`src/rtl/ldfl_pkg.sv`:
```
// Shared types and codes for the LED driver frame loader.
// Holds the command and output event encodings; no dependencies.
package ldfl_pkg;

    // Input command codes (tuser of the slave side); code 7 is unused
    typedef enum logic [2:0] {
        CMD_SET_GS     = 3'd0,
        CMD_SET_ALL_GS = 3'd1,
        CMD_SET_DC     = 3'd2,
        CMD_SET_ALL_DC = 3'd3,
        CMD_REQ_GS     = 3'd4,
        CMD_REQ_DC     = 3'd5,
        CMD_TICK       = 3'd6
    } cmd_t;

    // Output event codes (tuser of the master side)
    typedef enum logic [2:0] {
        EV_BLANK_HIGH   = 3'd0,
        EV_BLANK_LOW    = 3'd1,
        EV_LATCH        = 3'd2,
        EV_MODE_HIGH    = 3'd3,
        EV_MODE_LOW_CLK = 3'd4,
        EV_SHIFT        = 3'd5
    } ev_t;

    localparam int GS_BITS_PER_CH = 12;
    localparam int DC_BITS_PER_CH = 6;

endpackage

```
`src/rtl/led_driver_frame_loader.sv`:
```
// Frame loader for a constant-current LED driver: grayscale and dot-correction
// shift images in byte memories, command decode and serial event sequencer.
// Depends on ldfl_pkg.
//
//  channel  | dir | tdata (low bit first)                 | tuser     | tlast
//  ---------+-----+---------------------------------------+-----------+------------
//  s_axis   | in  | channel[4:0] level[16:5] load_dc_now[17]| command | -
//  m_axis   | out | data_byte[7:0]                        | event_res | last result
//
// A single-channel set reads, merges and writes each touched byte in turn (two
// for grayscale, one or two for dot correction); a set-all sweeps the image at
// one byte per cycle; a request that is not an immediate load only sets a flag
// for the next tick. A tick or an immediate load emits one result per cycle
// while the sink is ready; the image streams through the single read port of
// its memory at one byte per cycle while the sink is ready, each read issued
// ahead of its byte. Reset clears control state and the per-byte written flags
// at once, so unwritten image bytes read as zero and no clearing pass is needed.
// A stalled sink holds the output register and freezes the sequencer; a new
// item is taken as soon as the sequencer is idle, even while the last result
// of the previous item still waits in the output register.
module led_driver_frame_loader #(
    parameter int NUM_CHANNELS = 16
) (
    input  logic        clk,
    input  logic        rst_n,
    input  logic        s_axis_tvalid,
    output logic        s_axis_tready,
    input  logic [23:0] s_axis_tdata,   // channel[4:0], level[16:5], load_dc_now[17]
    input  logic [2:0]  s_axis_tuser,   // command[2:0]
    output logic        m_axis_tvalid,
    input  logic        m_axis_tready,
    output logic [7:0]  m_axis_tdata,   // data_byte[7:0]
    output logic [2:0]  m_axis_tuser,   // event_res[2:0]
    output logic        m_axis_tlast    // last
);

    localparam int GS_BITS  = NUM_CHANNELS * ldfl_pkg::GS_BITS_PER_CH;
    localparam int DC_BITS  = NUM_CHANNELS * ldfl_pkg::DC_BITS_PER_CH;
    localparam int GS_BYTES = (GS_BITS + 7) / 8;
    localparam int DC_BYTES = (DC_BITS + 7) / 8;
    localparam int AW       = $clog2(GS_BYTES);
    localparam int DC_AW    = $clog2(DC_BYTES);
    localparam int GS_REM   = GS_BITS - 8 * (GS_BYTES - 1);
    localparam int DC_REM   = DC_BITS - 8 * (DC_BYTES - 1);
    localparam logic [7:0] GS_LAST_MASK = 8'hFF << (8 - GS_REM);
    localparam logic [7:0] DC_LAST_MASK = 8'hFF << (8 - DC_REM);
    localparam logic [AW-1:0] GS_LAST = AW'(GS_BYTES - 1);
    localparam logic [AW-1:0] DC_LAST = AW'(DC_BYTES - 1);
    localparam logic [5:0] NCH = 6'(NUM_CHANNELS);

    // Pending event queue bits, emitted lowest first
    localparam int Q_BLANK_HIGH = 0;
    localparam int Q_LATCH      = 1;
    localparam int Q_MODE_LOW   = 2;
    localparam int Q_BLANK_LOW  = 3;
    localparam int Q_MODE_HIGH  = 4;
    localparam int Q_SHIFT_ZERO = 5;

    typedef enum logic [6:0] {
        ST_IDLE   = 7'b0000001,
        ST_RMW1   = 7'b0000010,
        ST_RMW2   = 7'b0000100,
        ST_FILL   = 7'b0001000,
        ST_EVT    = 7'b0010000,
        ST_STREAM = 7'b0100000,
        ST_POST   = 7'b1000000
    } state_t;

    // Input field unpacking
    logic [2:0]  in_cmd;
    logic [4:0]  in_ch;
    logic [11:0] in_level;
    logic        in_now;
    assign in_cmd   = s_axis_tuser;
    assign in_ch    = s_axis_tdata[4:0];
    assign in_level = s_axis_tdata[16:5];
    assign in_now   = s_axis_tdata[17];

    // Image memories with registered read
    logic [7:0] gs_mem [GS_BYTES];
    logic [7:0] dc_mem [DC_BYTES];
    logic [7:0] gs_q_reg, dc_q_reg;
    logic       gs_qv_reg, dc_qv_reg;
    logic [GS_BYTES-1:0] gs_vld_reg;
    logic [DC_BYTES-1:0] dc_vld_reg;

    logic          rd_en, rd_dc, wr_en, wr_dc;
    logic [AW-1:0] rd_addr, wr_addr;
    logic [7:0]    wr_data;
    logic          gs_we, gs_re, dc_we, dc_re;

    assign gs_we = wr_en & ~wr_dc;
    assign dc_we = wr_en &  wr_dc;
    assign gs_re = rd_en & ~rd_dc;
    assign dc_re = rd_en &  rd_dc;

    always_ff @(posedge clk)
    begin
        if (gs_we)
        begin
            gs_mem[wr_addr] <= wr_data;
        end
        if (gs_re)
        begin
            gs_q_reg <= gs_mem[rd_addr];
        end
    end

    always_ff @(posedge clk)
    begin
        if (dc_we)
        begin
            dc_mem[wr_addr[DC_AW-1:0]] <= wr_data;
        end
        if (dc_re)
        begin
            dc_q_reg <= dc_mem[rd_addr[DC_AW-1:0]];
        end
    end

    // Written flags: an unwritten byte reads as zero
    always_ff @(posedge clk or negedge rst_n)
    begin
        if (!rst_n)
        begin
            gs_vld_reg <= '0;
            dc_vld_reg <= '0;
            gs_qv_reg  <= 1'b0;
            dc_qv_reg  <= 1'b0;
        end
        else
        begin
            if (gs_we)
            begin
                gs_vld_reg[wr_addr] <= 1'b1;
            end
            if (dc_we)
            begin
                dc_vld_reg[wr_addr[DC_AW-1:0]] <= 1'b1;
            end
            if (gs_re)
            begin
                gs_qv_reg <= gs_vld_reg[rd_addr];
            end
            if (dc_re)
            begin
                dc_qv_reg <= dc_vld_reg[rd_addr[DC_AW-1:0]];
            end
        end
    end

    // Control and sequencer state
    state_t        state_reg, state_next;
    logic          sel_dc_reg, sel_dc_next;
    logic          two_reg, two_next;
    logic [AW-1:0] a0_reg, a0_next, a1_reg, a1_next;
    logic [7:0]    d0_reg, d0_next, m0_reg, m0_next;
    logic [7:0]    d1_reg, d1_next, m1_reg, m1_next;
    logic [11:0]   lvl_reg, lvl_next;
    logic [AW-1:0] idx_reg, idx_next;
    logic [1:0]    ph_reg, ph_next;
    logic [5:0]    evq_reg, evq_next;
    logic          strm_reg, strm_next;
    logic          post_reg, post_next;
    logic          md_reg, md_next;
    logic          lp_reg, lp_next;
    logic          gr_reg, gr_next;
    logic          cr_reg, cr_next;
    logic          out_valid_reg, out_valid_next;
    ldfl_pkg::ev_t out_event_reg, out_event_next;
    logic [7:0]    out_data_reg, out_data_next;
    logic          out_last_reg, out_last_next;

    assign s_axis_tready = (state_reg == ST_IDLE);
    assign m_axis_tvalid = out_valid_reg;
    assign m_axis_tdata  = out_data_reg;
    assign m_axis_tuser  = out_event_reg;
    assign m_axis_tlast  = out_last_reg;

    // Slot of a channel in the reversed image, and its byte offsets
    logic          ch_ok;
    logic [4:0]    slot;
    logic [6:0]    slot3;
    logic [AW-1:0] gs_a0, dc_a0;
    logic [5:0]    dcv;

    assign ch_ok = ({1'b0, in_ch} < NCH);
    assign slot  = 5'(NCH - 6'd1 - {1'b0, in_ch});
    assign slot3 = {2'b00, slot} + {1'b0, slot, 1'b0};
    assign gs_a0 = AW'(slot3 >> 1);
    assign dc_a0 = AW'(slot3 >> 2);
    assign dcv   = in_level[5:0];

    logic          accept, can_load, last_byte;
    logic [7:0]    rd_byte, merge0, merge1, fill_byte, fill_mask;
    logic [AW-1:0] last_idx;
    logic [2:0]    pick;
    logic [5:0]    evq_rest;

    assign accept    = s_axis_tvalid & s_axis_tready;
    assign can_load  = ~out_valid_reg | m_axis_tready;
    assign rd_byte   = sel_dc_reg ? (dc_qv_reg ? dc_q_reg : 8'h00)
                                  : (gs_qv_reg ? gs_q_reg : 8'h00);
    assign merge0    = (rd_byte & ~m0_reg) | (d0_reg & m0_reg);
    assign merge1    = (rd_byte & ~m1_reg) | (d1_reg & m1_reg);
    assign last_idx  = sel_dc_reg ? DC_LAST : GS_LAST;
    assign last_byte = (idx_reg == last_idx);
    assign fill_mask = last_byte ? (sel_dc_reg ? DC_LAST_MASK : GS_LAST_MASK) : 8'hFF;

    // Repeating three-byte pattern of a set-all sweep
    always_comb
    begin
        fill_byte = 8'h00;
        if (sel_dc_reg)
        begin
            case (ph_reg)
                2'd0:    fill_byte = {lvl_reg[5:0], lvl_reg[5:4]};
                2'd1:    fill_byte = {lvl_reg[3:0], lvl_reg[5:2]};
                default: fill_byte = {lvl_reg[1:0], lvl_reg[5:0]};
            endcase
        end
        else
        begin
            case (ph_reg)
                2'd0:    fill_byte = lvl_reg[11:4];
                2'd1:    fill_byte = {lvl_reg[3:0], lvl_reg[11:8]};
                default: fill_byte = lvl_reg[7:0];
            endcase
        end
    end

    // Lowest pending event
    always_comb
    begin
        pick = 3'd0;
        for (int i = 5; i >= 0; i--)
        begin
            if (evq_reg[i])
            begin
                pick = 3'(i);
            end
        end
        evq_rest = evq_reg & ~(6'd1 << pick);
    end

    always_comb
    begin
        state_next     = state_reg;
        sel_dc_next    = sel_dc_reg;
        two_next       = two_reg;
        a0_next        = a0_reg;
        a1_next        = a1_reg;
        d0_next        = d0_reg;
        m0_next        = m0_reg;
        d1_next        = d1_reg;
        m1_next        = m1_reg;
        lvl_next       = lvl_reg;
        idx_next       = idx_reg;
        ph_next        = ph_reg;
        evq_next       = evq_reg;
        strm_next      = strm_reg;
        post_next      = post_reg;
        md_next        = md_reg;
        lp_next        = lp_reg;
        gr_next        = gr_reg;
        cr_next        = cr_reg;
        out_valid_next = out_valid_reg & ~m_axis_tready;
        out_event_next = out_event_reg;
        out_data_next  = out_data_reg;
        out_last_next  = out_last_reg;
        rd_en          = 1'b0;
        rd_dc          = 1'b0;
        rd_addr        = '0;
        wr_en          = 1'b0;
        wr_dc          = sel_dc_reg;
        wr_addr        = a0_reg;
        wr_data        = merge0;

        case (state_reg)
            ST_IDLE:
            begin
                if (accept)
                begin
                    case (in_cmd)
                        ldfl_pkg::CMD_SET_GS:
                        begin
                            if (ch_ok)
                            begin
                                // Two bytes: one whole, one sharing a nibble
                                sel_dc_next = 1'b0;
                                two_next    = 1'b1;
                                a0_next     = gs_a0;
                                a1_next     = gs_a0 + AW'(1);
                                if (slot[0])
                                begin
                                    d0_next = {4'h0, in_level[11:8]};
                                    m0_next = 8'h0F;
                                    d1_next = in_level[7:0];
                                    m1_next = 8'hFF;
                                end
                                else
                                begin
                                    d0_next = in_level[11:4];
                                    m0_next = 8'hFF;
                                    d1_next = {in_level[3:0], 4'h0};
                                    m1_next = 8'hF0;
                                end
                                rd_en      = 1'b1;
                                rd_dc      = 1'b0;
                                rd_addr    = gs_a0;
                                state_next = ST_RMW1;
                            end
                        end
                        ldfl_pkg::CMD_SET_DC:
                        begin
                            if (ch_ok)
                            begin
                                sel_dc_next = 1'b1;
                                a0_next     = dc_a0;
                                a1_next     = dc_a0 + AW'(1);
                                d1_next     = 8'h00;
                                m1_next     = 8'h00;
                                two_next    = 1'b0;
                                case (slot[1:0])
                                    2'd0:
                                    begin
                                        d0_next = {dcv, 2'b00};
                                        m0_next = 8'hFC;
                                    end
                                    2'd1:
                                    begin
                                        d0_next  = {6'h00, dcv[5:4]};
                                        m0_next  = 8'h03;
                                        d1_next  = {dcv[3:0], 4'h0};
                                        m1_next  = 8'hF0;
                                        two_next = 1'b1;
                                    end
                                    2'd2:
                                    begin
                                        d0_next  = {4'h0, dcv[5:2]};
                                        m0_next  = 8'h0F;
                                        d1_next  = {dcv[1:0], 6'h00};
                                        m1_next  = 8'hC0;
                                        two_next = 1'b1;
                                    end
                                    default:
                                    begin
                                        d0_next = {2'b00, dcv};
                                        m0_next = 8'h3F;
                                    end
                                endcase
                                rd_en      = 1'b1;
                                rd_dc      = 1'b1;
                                rd_addr    = dc_a0;
                                state_next = ST_RMW1;
                            end
                        end
                        ldfl_pkg::CMD_SET_ALL_GS:
                        begin
                            sel_dc_next = 1'b0;
                            lvl_next    = in_level;
                            idx_next    = '0;
                            ph_next     = 2'd0;
                            state_next  = ST_FILL;
                        end
                        ldfl_pkg::CMD_SET_ALL_DC:
                        begin
                            sel_dc_next = 1'b1;
                            lvl_next    = in_level;
                            idx_next    = '0;
                            ph_next     = 2'd0;
                            state_next  = ST_FILL;
                        end
                        ldfl_pkg::CMD_REQ_GS:
                        begin
                            gr_next = 1'b1;
                        end
                        ldfl_pkg::CMD_REQ_DC:
                        begin
                            if (in_now)
                            begin
                                // Immediate load: mode high, dummy byte, image, latch
                                md_next     = 1'b1;
                                evq_next    = 6'b110000;
                                strm_next   = 1'b1;
                                post_next   = 1'b1;
                                sel_dc_next = 1'b1;
                                idx_next    = '0;
                                rd_en       = 1'b1;
                                rd_dc       = 1'b1;
                                rd_addr     = '0;
                                state_next  = ST_EVT;
                            end
                            else
                            begin
                                cr_next = 1'b1;
                            end
                        end
                        ldfl_pkg::CMD_TICK:
                        begin
                            evq_next               = '0;
                            evq_next[Q_BLANK_HIGH] = 1'b1;
                            evq_next[Q_LATCH]      = lp_reg;
                            evq_next[Q_MODE_LOW]   = md_reg;
                            evq_next[Q_BLANK_LOW]  = 1'b1;
                            evq_next[Q_MODE_HIGH]  = cr_reg;
                            evq_next[Q_SHIFT_ZERO] = cr_reg;
                            strm_next   = cr_reg | gr_reg;
                            post_next   = 1'b0;
                            sel_dc_next = cr_reg;
                            idx_next    = '0;
                            rd_en       = cr_reg | gr_reg;
                            rd_dc       = cr_reg;
                            rd_addr     = '0;
                            lp_next     = cr_reg | gr_reg;
                            md_next     = cr_reg;
                            cr_next     = 1'b0;
                            gr_next     = cr_reg & gr_reg;
                            state_next  = ST_EVT;
                        end
                        default:
                        begin
                        end
                    endcase
                end
            end
            ST_RMW1:
            begin
                wr_en   = 1'b1;
                wr_addr = a0_reg;
                wr_data = merge0;
                if (two_reg)
                begin
                    rd_en      = 1'b1;
                    rd_dc      = sel_dc_reg;
                    rd_addr    = a1_reg;
                    state_next = ST_RMW2;
                end
                else
                begin
                    state_next = ST_IDLE;
                end
            end
            ST_RMW2:
            begin
                wr_en      = 1'b1;
                wr_addr    = a1_reg;
                wr_data    = merge1;
                state_next = ST_IDLE;
            end
            ST_FILL:
            begin
                // Padding bits of the last byte stay zero
                wr_en    = 1'b1;
                wr_addr  = idx_reg;
                wr_data  = fill_byte & fill_mask;
                idx_next = idx_reg + AW'(1);
                ph_next  = (ph_reg == 2'd2) ? 2'd0 : ph_reg + 2'd1;
                if (last_byte)
                begin
                    state_next = ST_IDLE;
                end
            end
            ST_EVT:
            begin
                if (can_load)
                begin
                    out_valid_next = 1'b1;
                    out_data_next  = 8'h00;
                    out_last_next  = (evq_rest == '0) & ~strm_reg;
                    case (pick)
                        3'(Q_BLANK_HIGH): out_event_next = ldfl_pkg::EV_BLANK_HIGH;
                        3'(Q_LATCH):      out_event_next = ldfl_pkg::EV_LATCH;
                        3'(Q_MODE_LOW):   out_event_next = ldfl_pkg::EV_MODE_LOW_CLK;
                        3'(Q_BLANK_LOW):  out_event_next = ldfl_pkg::EV_BLANK_LOW;
                        3'(Q_MODE_HIGH):  out_event_next = ldfl_pkg::EV_MODE_HIGH;
                        default:          out_event_next = ldfl_pkg::EV_SHIFT;
                    endcase
                    evq_next = evq_rest;
                    if (evq_rest == '0)
                    begin
                        state_next = strm_reg ? ST_STREAM : ST_IDLE;
                    end
                end
            end
            ST_STREAM:
            begin
                if (can_load)
                begin
                    out_valid_next = 1'b1;
                    out_event_next = ldfl_pkg::EV_SHIFT;
                    out_data_next  = rd_byte;
                    out_last_next  = last_byte & ~post_reg;
                    if (last_byte)
                    begin
                        state_next = post_reg ? ST_POST : ST_IDLE;
                    end
                    else
                    begin
                        // Fetch the next byte while this one goes out
                        idx_next = idx_reg + AW'(1);
                        rd_en    = 1'b1;
                        rd_dc    = sel_dc_reg;
                        rd_addr  = idx_reg + AW'(1);
                    end
                end
            end
            ST_POST:
            begin
                if (can_load)
                begin
                    out_valid_next = 1'b1;
                    out_event_next = ldfl_pkg::EV_LATCH;
                    out_data_next  = 8'h00;
                    out_last_next  = 1'b1;
                    state_next     = ST_IDLE;
                end
            end
            default:
            begin
                state_next = ST_IDLE;
            end
        endcase
    end

    always_ff @(posedge clk or negedge rst_n)
    begin
        if (!rst_n)
        begin
            state_reg     <= ST_IDLE;
            evq_reg       <= '0;
            strm_reg      <= 1'b0;
            post_reg      <= 1'b0;
            md_reg        <= 1'b0;
            lp_reg        <= 1'b0;
            gr_reg        <= 1'b0;
            cr_reg        <= 1'b0;
            sel_dc_reg    <= 1'b0;
            two_reg       <= 1'b0;
            idx_reg       <= '0;
            ph_reg        <= 2'd0;
            out_valid_reg <= 1'b0;
        end
        else
        begin
            state_reg     <= state_next;
            evq_reg       <= evq_next;
            strm_reg      <= strm_next;
            post_reg      <= post_next;
            md_reg        <= md_next;
            lp_reg        <= lp_next;
            gr_reg        <= gr_next;
            cr_reg        <= cr_next;
            sel_dc_reg    <= sel_dc_next;
            two_reg       <= two_next;
            idx_reg       <= idx_next;
            ph_reg        <= ph_next;
            out_valid_reg <= out_valid_next;
        end
    end

    // Payload registers, no reset
    always_ff @(posedge clk)
    begin
        a0_reg        <= a0_next;
        a1_reg        <= a1_next;
        d0_reg        <= d0_next;
        m0_reg        <= m0_next;
        d1_reg        <= d1_next;
        m1_reg        <= m1_next;
        lvl_reg       <= lvl_next;
        out_event_reg <= out_event_next;
        out_data_reg  <= out_data_next;
        out_last_reg  <= out_last_next;
    end

endmodule

```
`config.mk`:
```
export PLATFORM = sky130hd
export DESIGN_NAME = led_driver_frame_loader
export DESIGN_NICKNAME = d
export VERILOG_FILES = /design/src/rtl/ldfl_pkg.sv /design/src/rtl/led_driver_frame_loader.sv
export SDC_FILE = /design/constraint.sdc
export NUM_CORES = 1
export LEC_CHECK = 0
export ABC_AREA = 1
export BUFFER_PORTS_ARGS = -buffer_cell sky130_fd_sc_hd__buf_2
export CAP_MARGIN = 10
export CORE_ASPECT_RATIO = 1.25
export CORE_MARGIN = 4
export CORE_UTILIZATION = 50
export DETAILED_ROUTE_END_ITERATION = 8
export GPL_TIMING_DRIVEN = 0
export PLACE_DENSITY = 0.68
export SLEW_MARGIN = 20
export SYNTH_ARGS = -nofsm -noshare
export SYNTH_HDL_FRONTEND = slang
export SYNTH_SLANG_ARGS = --single-unit
```
`constraint.sdc`:
```
create_clock -name clk -period 3.6 [get_ports clk]
set_clock_uncertainty 0.2 [all_clocks]
set_input_delay 0.18 -clock clk [delete_from_list [all_inputs] [get_ports clk]]
set_output_delay 0.18 -clock clk [all_outputs]
set_load 0.01 [all_outputs]
```
-- After elaboration in Yosys (flattened, before gate mapping)
Memory sizes are Yosys's and may differ from the RTL's. A register that Yosys moved wholly into a read port is not among the register bits.
Index checks and enable logic that the tools add are counted.
- logic and storage cells: 281
- bits of input ports: 31
- bits in writable memories: 288
- bits in registers: 133
- memories kept: 2
- memories (memory ; depth ; width ; rd ports ; clocked after memory_dff ; write ports ; RTL line ; RTL):
    gs_mem ; 24 ; 8 ; 1 ; 1 ; 1 ; led_driver_frame_loader.sv:80 ; logic [7:0] gs_mem [GS_BYTES];
    dc_mem ; 12 ; 8 ; 1 ; 1 ; 1 ; led_driver_frame_loader.sv:81 ; logic [7:0] dc_mem [DC_BYTES];
- order comparisons: 7
- shifts and indexed selects: 1
- bitwise gates (word level): 29
- add/sub/neg operators: 6
- equality and inequality tests: 41
- reductions and logical operators: 36
- muxes and demuxes: 132
- operator list (cell ; number):
    $pmux W8 S2 ; 10
    $mux W8 ; 17
    $mux W5 ; 15
    $mux W7 ; 10
    $pmux W5 S2 ; 5
    $pmux W8 S3 ; 2
    $pmux W7 S6 ; 1
    $and A8 B8 Y8 ; 4
    $mux W1 ; 30
    $mux W3 ; 10
    $pmux W5 S3 ; 2
    $pmux W7 S4 ; 1
    $mux W6 ; 4
    $ne A2 B2 Y1 const B ; 12
    $or A24 B24 Y24 ; 1
    $pmux W6 S2 ; 2
    $not A8 Y8 ; 2
    $or A8 B8 Y8 ; 2
    $add A5 B1 Y5 const B ; 3
    $pmux W1 S3 ; 5
    $pmux W3 S5 ; 1
    $reduce_and A3 Y1 ; 5
    $eq A3 B2 Y1 const B ; 4
    $eq A3 B3 Y1 const B ; 4
    other kinds (54) ; 100

-- Logic depth before layout (Yosys ltp)
Gate-level depths: netlist (run 1).
- word-level depth: 13
- gate-level depth with buffers: 21

-- Least setup slack after synthesis (run 1)
Ideal clock, no wire load.
- path type: reg-to-reg
- start point: register state_reg[0]
- end point: memory dc_mem[0][1], data pin
- setup time: 412 ps
- required time: 2988 ps
- buffers on the path: 0
- stages on the path, launching flop included: 7
- arrival: 2248 ps
- setup slack: 740 ps
- clock period less this slack: 2860 ps
- cells stage by stage: dfstp_2 -> nor2_2 -> nand4_1 -> inv_2 -> nor2_2 -> inv_1 -> o221ai_1
- word-level cells in the longest chain between the ends: 2
- elaborated cells between the ends (all ways): 3
- those cells by class: eq/ne (2); mux (1)
- ends and longest elaborated chain (element ; RTL line ; RTL):
    from (decl) ; led_driver_frame_loader.sv:153 ; state_t state_reg, state_next;
    from (signal assigned) ; led_driver_frame_loader.sv:546 ; state_reg <= state_next;
    $eq A7 B4 Y1 / $eq A7 B3 Y1 (equally long branches) ; led_driver_frame_loader.sv:279 ; case (state_reg)
    $pmux W8 S2 (*) ; led_driver_frame_loader.sv:279 ;
    via wr_data[1] ; led_driver_frame_loader.sv:89 ; logic [7:0] wr_data;
    to (decl) ; led_driver_frame_loader.sv:81 ;
The timed path passes the listed nets; every way through them passes the cells marked *.

-- Worst setup path after layout (run 1)
- start point: register state_reg[4]
- end point: memory gs_mem[5][7] (enable)
- word-level cells in the longest chain between the ends: 6
- elaborated cells between the ends (all ways): 9
- those cells by class: eq/ne (3); mux (4); bitwise (1); reduce/logical (1)
- ends and longest elaborated chain (element ; RTL line ; RTL):
    $eq A7 B4 Y1 (tied with other cells) ; led_driver_frame_loader.sv:279 ;
    $reduce_or A3 Y1 (no line) ; -- ;
    $mux W1 ; led_driver_frame_loader.sv:279 ;
    $and A1 B1 Y1 ; led_driver_frame_loader.sv:92 ; assign gs_we = wr_en & ~wr_dc;
    $mux W1 ; led_driver_frame_loader.sv:99 ; if (gs_we)
    $mux W1 (not written as such) ; led_driver_frame_loader.sv:101 ; gs_mem[wr_addr] <= wr_data;
    to (decl) ; led_driver_frame_loader.sv:80 ;
Parallel ways exist; a longest one is shown, timed or not.

==> results of run 1 <==
-- routing by layer --
| layer | track usage, % | part of all wire, % | wire length (um) |
|---|---|---|---|
| met1 | 31.2 | 38 | 20100 |
| met2 | 43.7 | 49 | 26100 |
| met3 | 3.28 | 7.2 | 3810 |
| met4 | 11.4 | 5.3 | 2780 |
| met5 | 0 | 0 | 0 |
-- power by group through the flow --
stage / Sequential [mW] / Combinational, mW / Clock (mW)
finish: 6.25 / 3.29 / 4.66
global route: 6.28 / 3.59 / 4.89
CTS: 6.25 / 3.24 / 4.68
detailed placement: 6.34 / 3.19 / 0
global placement: 6.38 / 2.94 / 0
floorplan: 6.30 / 1.99 / 0
-- worst min-delay path: stages --
cell and delay, ps:
buf_2 130, nand2_1 200, o21ai_0 150
-- cell families after synthesis --
family | Yosys count | synth area share [%]
buffers and inverters | 217 | 5.49
AOI/OAI and AO/OA | 325 | 10.2
adders and majority gates | 14 | 0.948
DFF | 428 | 65.0
muxes | 1 | 0.0520
and+or+nand+nor | 800 | 18.0
xor gates and xnor gates | 6 | 0.273
-- stage by stage --
| stage | cells | setup TNS, ps | instance area (um2) | hold slack [ps] | setup slack [ps] |
|---|---|---|---|---|---|
| final | 2442 | 0 | 22100 | 36.4 | 12.2 |
| after global routing | 2442 | -3830 | 22100 | 43.9 | -102 |
| after CTS | 2442 | 0 | 22100 | 7.43 | 26.7 |
| after detailed placement | 2340 | -294 | 20400 | -115 | -166 |
| after global placement | 2321 | -366070 | 20100 | 190 | -1480 |
| after floorplan | 1791 | 0 | 19300 | -316 | 740 |
-- synth_stat cells (26+ instances only) --
cell,number
a21oi_1,56
buf_2,26
dfrtp_1,66
edfxtp_1,361
inv_1,132
nand2_1,368
nand3_1,106
nor2_1,227
o211ai_1,73
o21ai_0,116
o22ai_1,28
or2_2,46
-- worst max-delay path by stage --
stage                                    endpoint                      from  cells past startpoint  slack, ps
after floorplan            dc_mem[0][1]$_DFFE_PP_  state_reg[0]$_DFFE_PN1P_                      6        740
after global placement     gs_mem[1][1]$_DFFE_PP_  state_reg[0]$_DFFE_PN1P_                      6      -1480
after detailed placement    gs_q_reg[7]$_DFFE_PP_           s_axis_tdata[1]                     18       -170
after CTS                  gs_mem[3][5]$_DFFE_PP_  state_reg[4]$_DFFE_PN0P_                     11         30
after global routing      gs_mem[20][3]$_DFFE_PP_  state_reg[4]$_DFFE_PN0P_                     11       -100
final                      gs_mem[5][7]$_DFFE_PP_  state_reg[4]$_DFFE_PN0P_                     11         10
-- what timing repair did --
action | 4_1_cts | 5_1_grt
setup buffers | 0 | 0
hold buffers | 26 | 0
endpoints found under the setup margin | 0 | 122
hold endpoints to repair | 105 | 0
gates resized for setup | 0 | 9
-- final cells by class --
| type | instances | area [um2] | share of cell area (%) |
|---|---|---|---|
| multi-input combinational | 1146 | 5800 | 26.2 |
| buffer | 70 | 503 | 2.27 |
| inverter | 147 | 554 | 2.50 |
| timing repair buffer | 83 | 716 | 3.23 |
| tap | 492 | 616 | 2.78 |
| clock buffer | 53 | 1110 | 5.03 |
| clock inverter | 23 | 330 | 1.49 |
| sequential | 428 | 12500 | 56.5 |
==> flow_summary.toml, run 1 <==
[grt]
antenna_found_initial = 0
overflow = 0
grtUsageTotal_pct = 25.0
grt_max_degree = 51
grt_pass1_vias = 13988
grt_first_pass_wirelength_um = 80000

[synthesis]
synth_nets = 1836
synth-main-ff-cell = "edfxtp_1"
netlist_instances = 1791
synthTopCellsByArea = "edfxtp_1 (56%), dfrtp_1 (8.6%), nand2_1 (7.2%), nor2_1 (4.4%), o21ai_0 (3.0%)"
async_flop_share_pct = 15.7
synth_edf_count = 361
yosysTopAreaCell = "edfxtp_1"
syn_area_mm2 = 0.0193
ys_seq_area_share_pct = 65.0
yosys.cell_types.count = 55
synth_top_area_share_pct = 56.3
ys_seq_elements = 428
avgSynthCellArea_um2 = 10.8
ys_warn_count = 0

[drt]
routed_wl_um = 52800
routed_via_density = 5.78
drtAntennaViolNets = 0
drcViolationCount = 0
drt-initial-drc-count = 1493
wl_per_cell_um = 21.6
vias = 14123
firstDrtPassIters = 8

[timing]
setup_violations = 0
min_period_ps = 3590
fin_crit_sh_pct = 99.7
max_slew_margin_pct = 33.6
hold_viol_final = 0
rsz0062_at_grt = "true"
maxSlewViolCount = 0
max_freq_mhz = 279
worst_pin_slew_ps = 996

[floorplanning]
die_y_um = 227
core_mm2 = 0.0381
floorplan.rows = 80
ios = 45
dieArea_mm2 = 0.0417
die_w_um = 184
start_util_pct = 50.5

[worst_setup_path]
slowest_delay_ps = 870
timing.rr.end = "gs_mem[5][7]$_DFFE_PP_"
critPathRequiredTime_ps = 3570
crit_path_top_delay_cell = "nor2_1"
worstPathArrival_ps = 3550
r2r_start = "state_reg[4]$_DFFE_PN0P_"
worstPathCellList = "inv_2 > nand2_1 > nor2_4 > nand4_1 > inv_2 > nor2_2 > a21oi_1 > inv_1 > nor2_1 > nand2_1 > nor2_1"
reg2reg_depth = 11
path_max_fanout = 9
critPathKind = "flop to flop"
crit_family = "simple AND/OR/NAND/NOR gates"
critPathLaunchType = "flop"
endpoint_kind = "flop"
path_buf_inv = 3
r2r_slack_ps = 10

[layout]
final_cell_mix = "nand2_1 (368), edfxtp_1 (361), nor2_1 (218)"
syn_to_final_growth_pct = 15.0
final_util_pct = 58.1
layout-drive-gt1-share_pct = 14.4
fill_cells = 3085
largest_register_ffs = 192
nets = 1962
diodes = 0
final_common_cell = "nand2_1"

[power]
power_leakage_nw = 8.50
sw_frac_of_total_pct = 30.7
power.internal_mw = 9.84
p_sw_mw = 4.36
pwr-share-seq_pct = 44.0
power_frac_clock_pct = 32.8
total_power_mw = 14.2
p_per_area_mw_per_mm2 = 641
ir_worst_vdd_v = 0.000338
p_comb_share_pct = 23.2

[worst_hold_path]
hp-class = "input pin to flop"
holdCritStartpoint = "s_axis_tdata[0]"
holdPathEnd = "m0_reg[6]$_DFFE_PP_"
holdPathStages = 3

[clocking]
clockRootBuffer = "clkbuf_16"
clk_latency_ps = 560
cts.sinks = 428
path_clk_slew_ps = 70
max-clock-path-buffers = 3
numCtsBuffers = 41
htree_levels = 2
cts_tree = "built"

[place]
numPortBuffers = 38
place.gp.congestion = 0.959
dp_hpwl_um = 37500

[status]
status = "finished clean"

[run]
maxCapViolCount = 0
No activity file was read; power rests on OpenSTA's default activity.
==> inputs of run 2 (changes only) <==
- clock period: 3.6 -> 3.4 ns (I/O delays scaled with it)
==> run 2 against run 1 <==
  * Non-clock buffer count increased by 7
  * Maximum frequency up 4.6%
  * Core utilization grew 0.45 points
  * Flip-flop and latch count did not move
  * Wire length is 0.24% higher
  * First-iteration DRC count rose by 4.2%
  * The run now ends with negative setup slack left
  * Critical path type unchanged
  * Design area is 0.77% higher
  * Die area is the same
  * Highest routed layer unchanged
==> flow_summary.toml, run 2 (synthesis results as in run 1) <==
[status]
status = "finished, violations left"
violations = "negative setup slack"

[timing]
maxSlewViolCount = 0
tns_ps = -535
finalWorstSetupSlack_ps = -31.4
max_slew_margin_pct = 30.6
setup_violations = 32
max_freq_mhz = 291
worst_pin_slew_ps = 1040
fin_crit_sh_pct = 101
hold_viol_final = 0
rsz0062_at_grt = "true"
min_period_ps = 3430

[grt]
grtUsageTotal_pct = 25.1
grt-busiest-layer = "met2"
grt_pass1_vias = 13991
grtUsageMet3_pct = 3.37
grt_max_degree = 51
grt.met2_usage_pct = 44.0
use_met1_pct = 31.1
antenna_found_initial = 0
overflow = 0
grt_first_pass_wirelength_um = 80200

[drt]
firstDrtPassIters = 9
drtAntennaViolNets = 0
routed_wl_um = 52900
vias = 14082
wl_per_cell_um = 21.6
drt-initial-drc-count = 1556
routed_via_density = 5.75
drcViolationCount = 0

[clocking]
cts_tree = "built"
clk_latency_ps = 550
cts.sinks = 428
path_clk_slew_ps = 70
max-clock-path-buffers = 3
numCtsBuffers = 41
htree_levels = 2
clockRootBuffer = "clkbuf_16"

[worst_setup_path]
slowest_delay_ps = 630
worstPathArrival_ps = 3410
path_buf_inv = 3
critPathLaunchType = "flop"
path_max_fanout = 9
crit_path_top_delay_cell = "nor2_2"
r2r_slack_ps = -30
critPathKind = "flop to flop"
endpoint_kind = "flop"
worstPathCellList = "inv_2 > nand2_1 > nor2_4 > nand4_1 > inv_2 > nor2_4 > a21oi_1 > inv_1 > nor2_1 > nand2_1 > nor2_2"
critPathRequiredTime_ps = 3380
crit_family = "simple AND/OR/NAND/NOR gates"

[layout]
layout-drive-gt1-share_pct = 15.8
fill_cells = 3063
diodes = 0
largest_register_ffs = 192
final_common_cell = "nand2_1"
nets = 1969
stdcell_count = 2449
final_cell_mix = "nand2_1 (368), edfxtp_1 (361), nor2_1 (195)"
syn_to_final_growth_pct = 15.9

[place]
dp_hpwl_um = 37500
place.gp.congestion = 0.959
numPortBuffers = 38
dpl.cell_count = 2340

[floorplanning]
ios = 45
floorplan.rows = 80
start_util_pct = 50.5
core_mm2 = 0.0381
die_w_um = 184
dieArea_mm2 = 0.0417
die_y_um = 227

[power]
power_leakage_nw = 8.53
p_per_area_mw_per_mm2 = 675
ir_worst_vdd_v = 0.000365

[run]
maxCapViolCount = 0

[worst_hold_path]
hp-class = "input pin to flop"
-- run 2: changes by cell type in the layout (fill, tap and decap cells not counted) --
cell / previous run / this run
clkbuf_1: 18 / 17
inv_1: 131 / 130
nor2_4: 5 / 15
nor2_1: 218 / 195
buf_4: 27 / 32
clkinvlp_4: 2 / 3
dlygate4sd3_1: 26 / 28
clkbuf_2: 1 / 2
nor2_2: 17 / 30
-- run 2: where the power goes --
group / internal [mW] / switching [mW] / leakage, nW
registers: 6.39 / 0.225 / 4.16
clock network: 2.94 / 1.99 / 0.698
logic: 1.11 / 2.41 / 3.68
-- run 2: area by class of cell --
cell class	instances	area (um2)	share of cell area (%)
sequential	428	12500	56.1
multi-input combinational	1146	5900	26.5
clock buffer	53	1110	4.99
timing repair buffer	90	773	3.46
tap	492	616	2.76
inverter	147	558	2.50
buffer	70	504	2.26
clock inverter	23	330	1.48
-- run 2: stage by stage --
step                util, %  hold slack (ps)  power [mW]  cell area [um2]  setup WS, ps
finish                 58.5             60.6        15.1            22300         -31.4
global placement       52.6              180        9.88            20100         -1680
detailed placement     53.5             -125        10.1            20400          -356
CTS                    58.1             27.6        15.0            22200         -62.5
global route           58.5             81.5        15.7            22300          -156
floorplan                 -             -326        8.78            19300           540
-- run 2: final timing paths --
path | startpoint | end | depth (start not counted)
hold / removal | s_axis_tdata[0] | m1_reg[5]$_SDFFCE_PP1P_ | 4
hold reg to reg | gs_vld_reg[0]$_DFFE_PN0P_ | gs_vld_reg[0]$_DFFE_PN0P_ | 2
setup / recovery | state_reg[4]$_DFFE_PN0P_ | gs_mem[5][7]$_DFFE_PP_ | 11
min in group asynchronous | rst_n | state_reg[0]$_DFFE_PN1P_ | 3
setup reg to reg | state_reg[4]$_DFFE_PN0P_ | gs_mem[5][7]$_DFFE_PP_ | 11
max in group asynchronous | rst_n | evq_reg[0]$_DFFE_PN0P_ | 4
-- run 2: worst min-delay path, stage by stage --
cell	delay [ps]
buf_2	130
inv_1	150
ha_1	170
or2_2	100
-- run 2: repair_timing --
action | CTS | global route
gates cloned | 0 | 0
gates resized for setup | 13 | 32
setup buffers | 0 | 5
setup endpoints to repair | 98 | 292
hold buffers | 28 | 0
endpoints found under the hold margin | 106 | 0
-- run 2: layer usage --
layer	up-vias	share of wire [%]
met5	-	0
met4	0	4.7
met3	136	6.9
met2	643	50
met1	6796	38
li1	6507	-
==> inputs of run 3 (changes only) <==
- HOLD_SLACK_MARGIN: default -> 0.15
==> run 3 against run 2 <==
  * The flow still finishes with violations (negative setup slack)
  * Sequential share of layout area is 0.31 points lower
  * Critical path type unchanged
  * Maximum frequency fell by 0.47%
  * Worst hold slack gained 110 ps
==> flow_summary.toml, run 3 (synthesis results as in run 1) <==
[clocking]
max-clock-path-buffers = 3
clockRootBuffer = "clkbuf_16"
path_clk_slew_ps = 70
htree_levels = 2
clk_latency_ps = 560
cts_tree = "built"
cts.sinks = 428
numCtsBuffers = 41

[timing]
setup_violations = 19
fin_crit_sh_pct = 101
min_period_ps = 3450
worst_pin_slew_ps = 1010
rsz0062_at_grt = "true"
maxSlewViolCount = 0
finalWorstSetupSlack_ps = -47.6
max_freq_mhz = 290
tns_ps = -558
finalHoldWorstSlack_ps = 166
max_slew_margin_pct = 32.8
hold_viol_final = 0

[power]
pwr-share-seq_pct = 43.9
power_frac_clock_pct = 32.7
power_leakage_nw = 8.60
p_per_area_mw_per_mm2 = 672
p_comb_share_pct = 23.5
p_sw_mw = 4.63
ir_worst_vdd_v = 0.000365
power.internal_mw = 10.5
sw_frac_of_total_pct = 30.7

[drt]
vias = 14104
drt-initial-drc-count = 1531
routed_via_density = 5.73
routed_wl_um = 53100
topRoutingLayerUsed = "met4"
wl_per_cell_um = 21.5
drtAntennaViolNets = 0
firstDrtPassIters = 5
wl_met1_um = 20200
route.met2.wl_um = 26300
drcViolationCount = 0
met3_wirelength_um = 3820

[layout]
final_cell_area_mm2 = 0.0224
largest_register_ffs = 192
layout-drive-gt1-share_pct = 15.8
final_cell_mix = "nand2_1 (367), edfxtp_1 (361), nor2_1 (195)"
diodes = 0
nets = 1983
final_common_cell = "nand2_1"
stdcell_count = 2463
syn_to_final_growth_pct = 16.5

[grt]
grt_pass1_vias = 14077
antenna_found_initial = 0
grt_max_degree = 51
grt_first_pass_wirelength_um = 80500
overflow = 0
grtUsageTotal_pct = 25.2

[status]
status = "finished, violations left"
violations = "negative setup slack"

[worst_setup_path]
critPathRequiredTime_ps = 3370
path_max_fanout = 9
critPathKind = "flop to flop"
slowest_delay_ps = 710
crit_path_top_delay_cell = "nor2_1"
critPathLaunch = "state_reg[4]$_DFFE_PN0P_"
critPathLaunchType = "flop"
endpoint_kind = "flop"
r2r_start = "state_reg[4]$_DFFE_PN0P_"
worstPathArrival_ps = 3420
worstPathCellList = "inv_2 > nand2_1 > nor2_4 > nand4_1 > inv_2 > nor2_4 > a21oi_1 > inv_1 > nor2_1 > nand2_1 > nor2_1"

[floorplanning]
floorplan.rows = 80
dieArea_mm2 = 0.0417
core_mm2 = 0.0381
die_w_um = 184
ios = 45
die_y_um = 227
start_util_pct = 50.5

[place]
numPortBuffers = 38
dp_hpwl_um = 37500
dpl.cell_count = 2340
place.gp.congestion = 0.959
dpl_cell_area_mm2 = 0.0204
post-place-ws_ps = -356

[run]
maxCapViolCount = 0

[worst_hold_path]
hp-class = "input pin to flop"
holdCritStartpoint = "s_axis_tdata[7]"
-- run 3: power groups by stage --
stage	clock (mW)	combinational [mW]	sequential, mW
finish	4.93	3.54	6.62
detailed placement	0	3.38	6.72
global route	5.18	3.86	6.65
floorplan	0	2.10	6.68
global placement	0	3.12	6.76
CTS	4.96	3.47	6.61
-- run 3: final cells by class --
cell class | count | area, um2
plain buffers | 70 | 504
well taps | 492 | 616
multi-input cells | 1146 | 5890
fillers | 3053 | 15700
flip-flops and latches | 428 | 12500
clock buffers | 53 | 1110
inverters | 147 | 558
clock inverters | 23 | 330
repair buffers | 104 | 913
-- run 3: through the flow --
step / utilization [%] / total power, mW
final: 58.8 / 15.1
after global routing: 58.8 / 15.7
after CTS: 58.5 / 15.0
after detailed placement: 53.5 / 10.1
after global placement: 52.6 / 9.88
after floorplan: - / 8.78
-- run 3: worst max-delay path: cells and delay by family (launching register included) --
family	cells	cell delay [ps]
compound gates	1	270
buf+inv	3	440
flops	1	380
simple gates	7	1780
-- run 3: timing repair --
item                                   CTS  global route
setup endpoints to repair               98           293
gates resized for setup                 13            29
endpoints found under the hold margin  121             0
gates cloned                             0             0
hold buffers                            42             0
setup buffers                            0             5
-- run 3: path summary, 6_finish.rpt --
| kind | to | slack, ps | cells after the start |
|---|---|---|---|
| max reg2reg | gs_mem[19][5]$_DFFE_PP_ | -50 | 11 |
| min reg2reg | gs_vld_reg[0]$_DFFE_PN0P_ | 260 | 2 |
| min | lvl_reg[2]$_DFFE_PP_ | 170 | 2 |
| max | gs_mem[19][5]$_DFFE_PP_ | -50 | 11 |
| max in group asynchronous | evq_reg[2]$_DFFE_PN0P_ | 1220 | 4 |
| min in group asynchronous | post_reg$_DFFE_PN0P_ | 510 | 4 |
-- run 3: layer usage --
layer  global-route usage (%)  up-vias
met5                        0        -
met4                     11.4        0
met3                     3.31      158
met2                     44.2      692
met1                     31.3     6717
li1                         -     6537
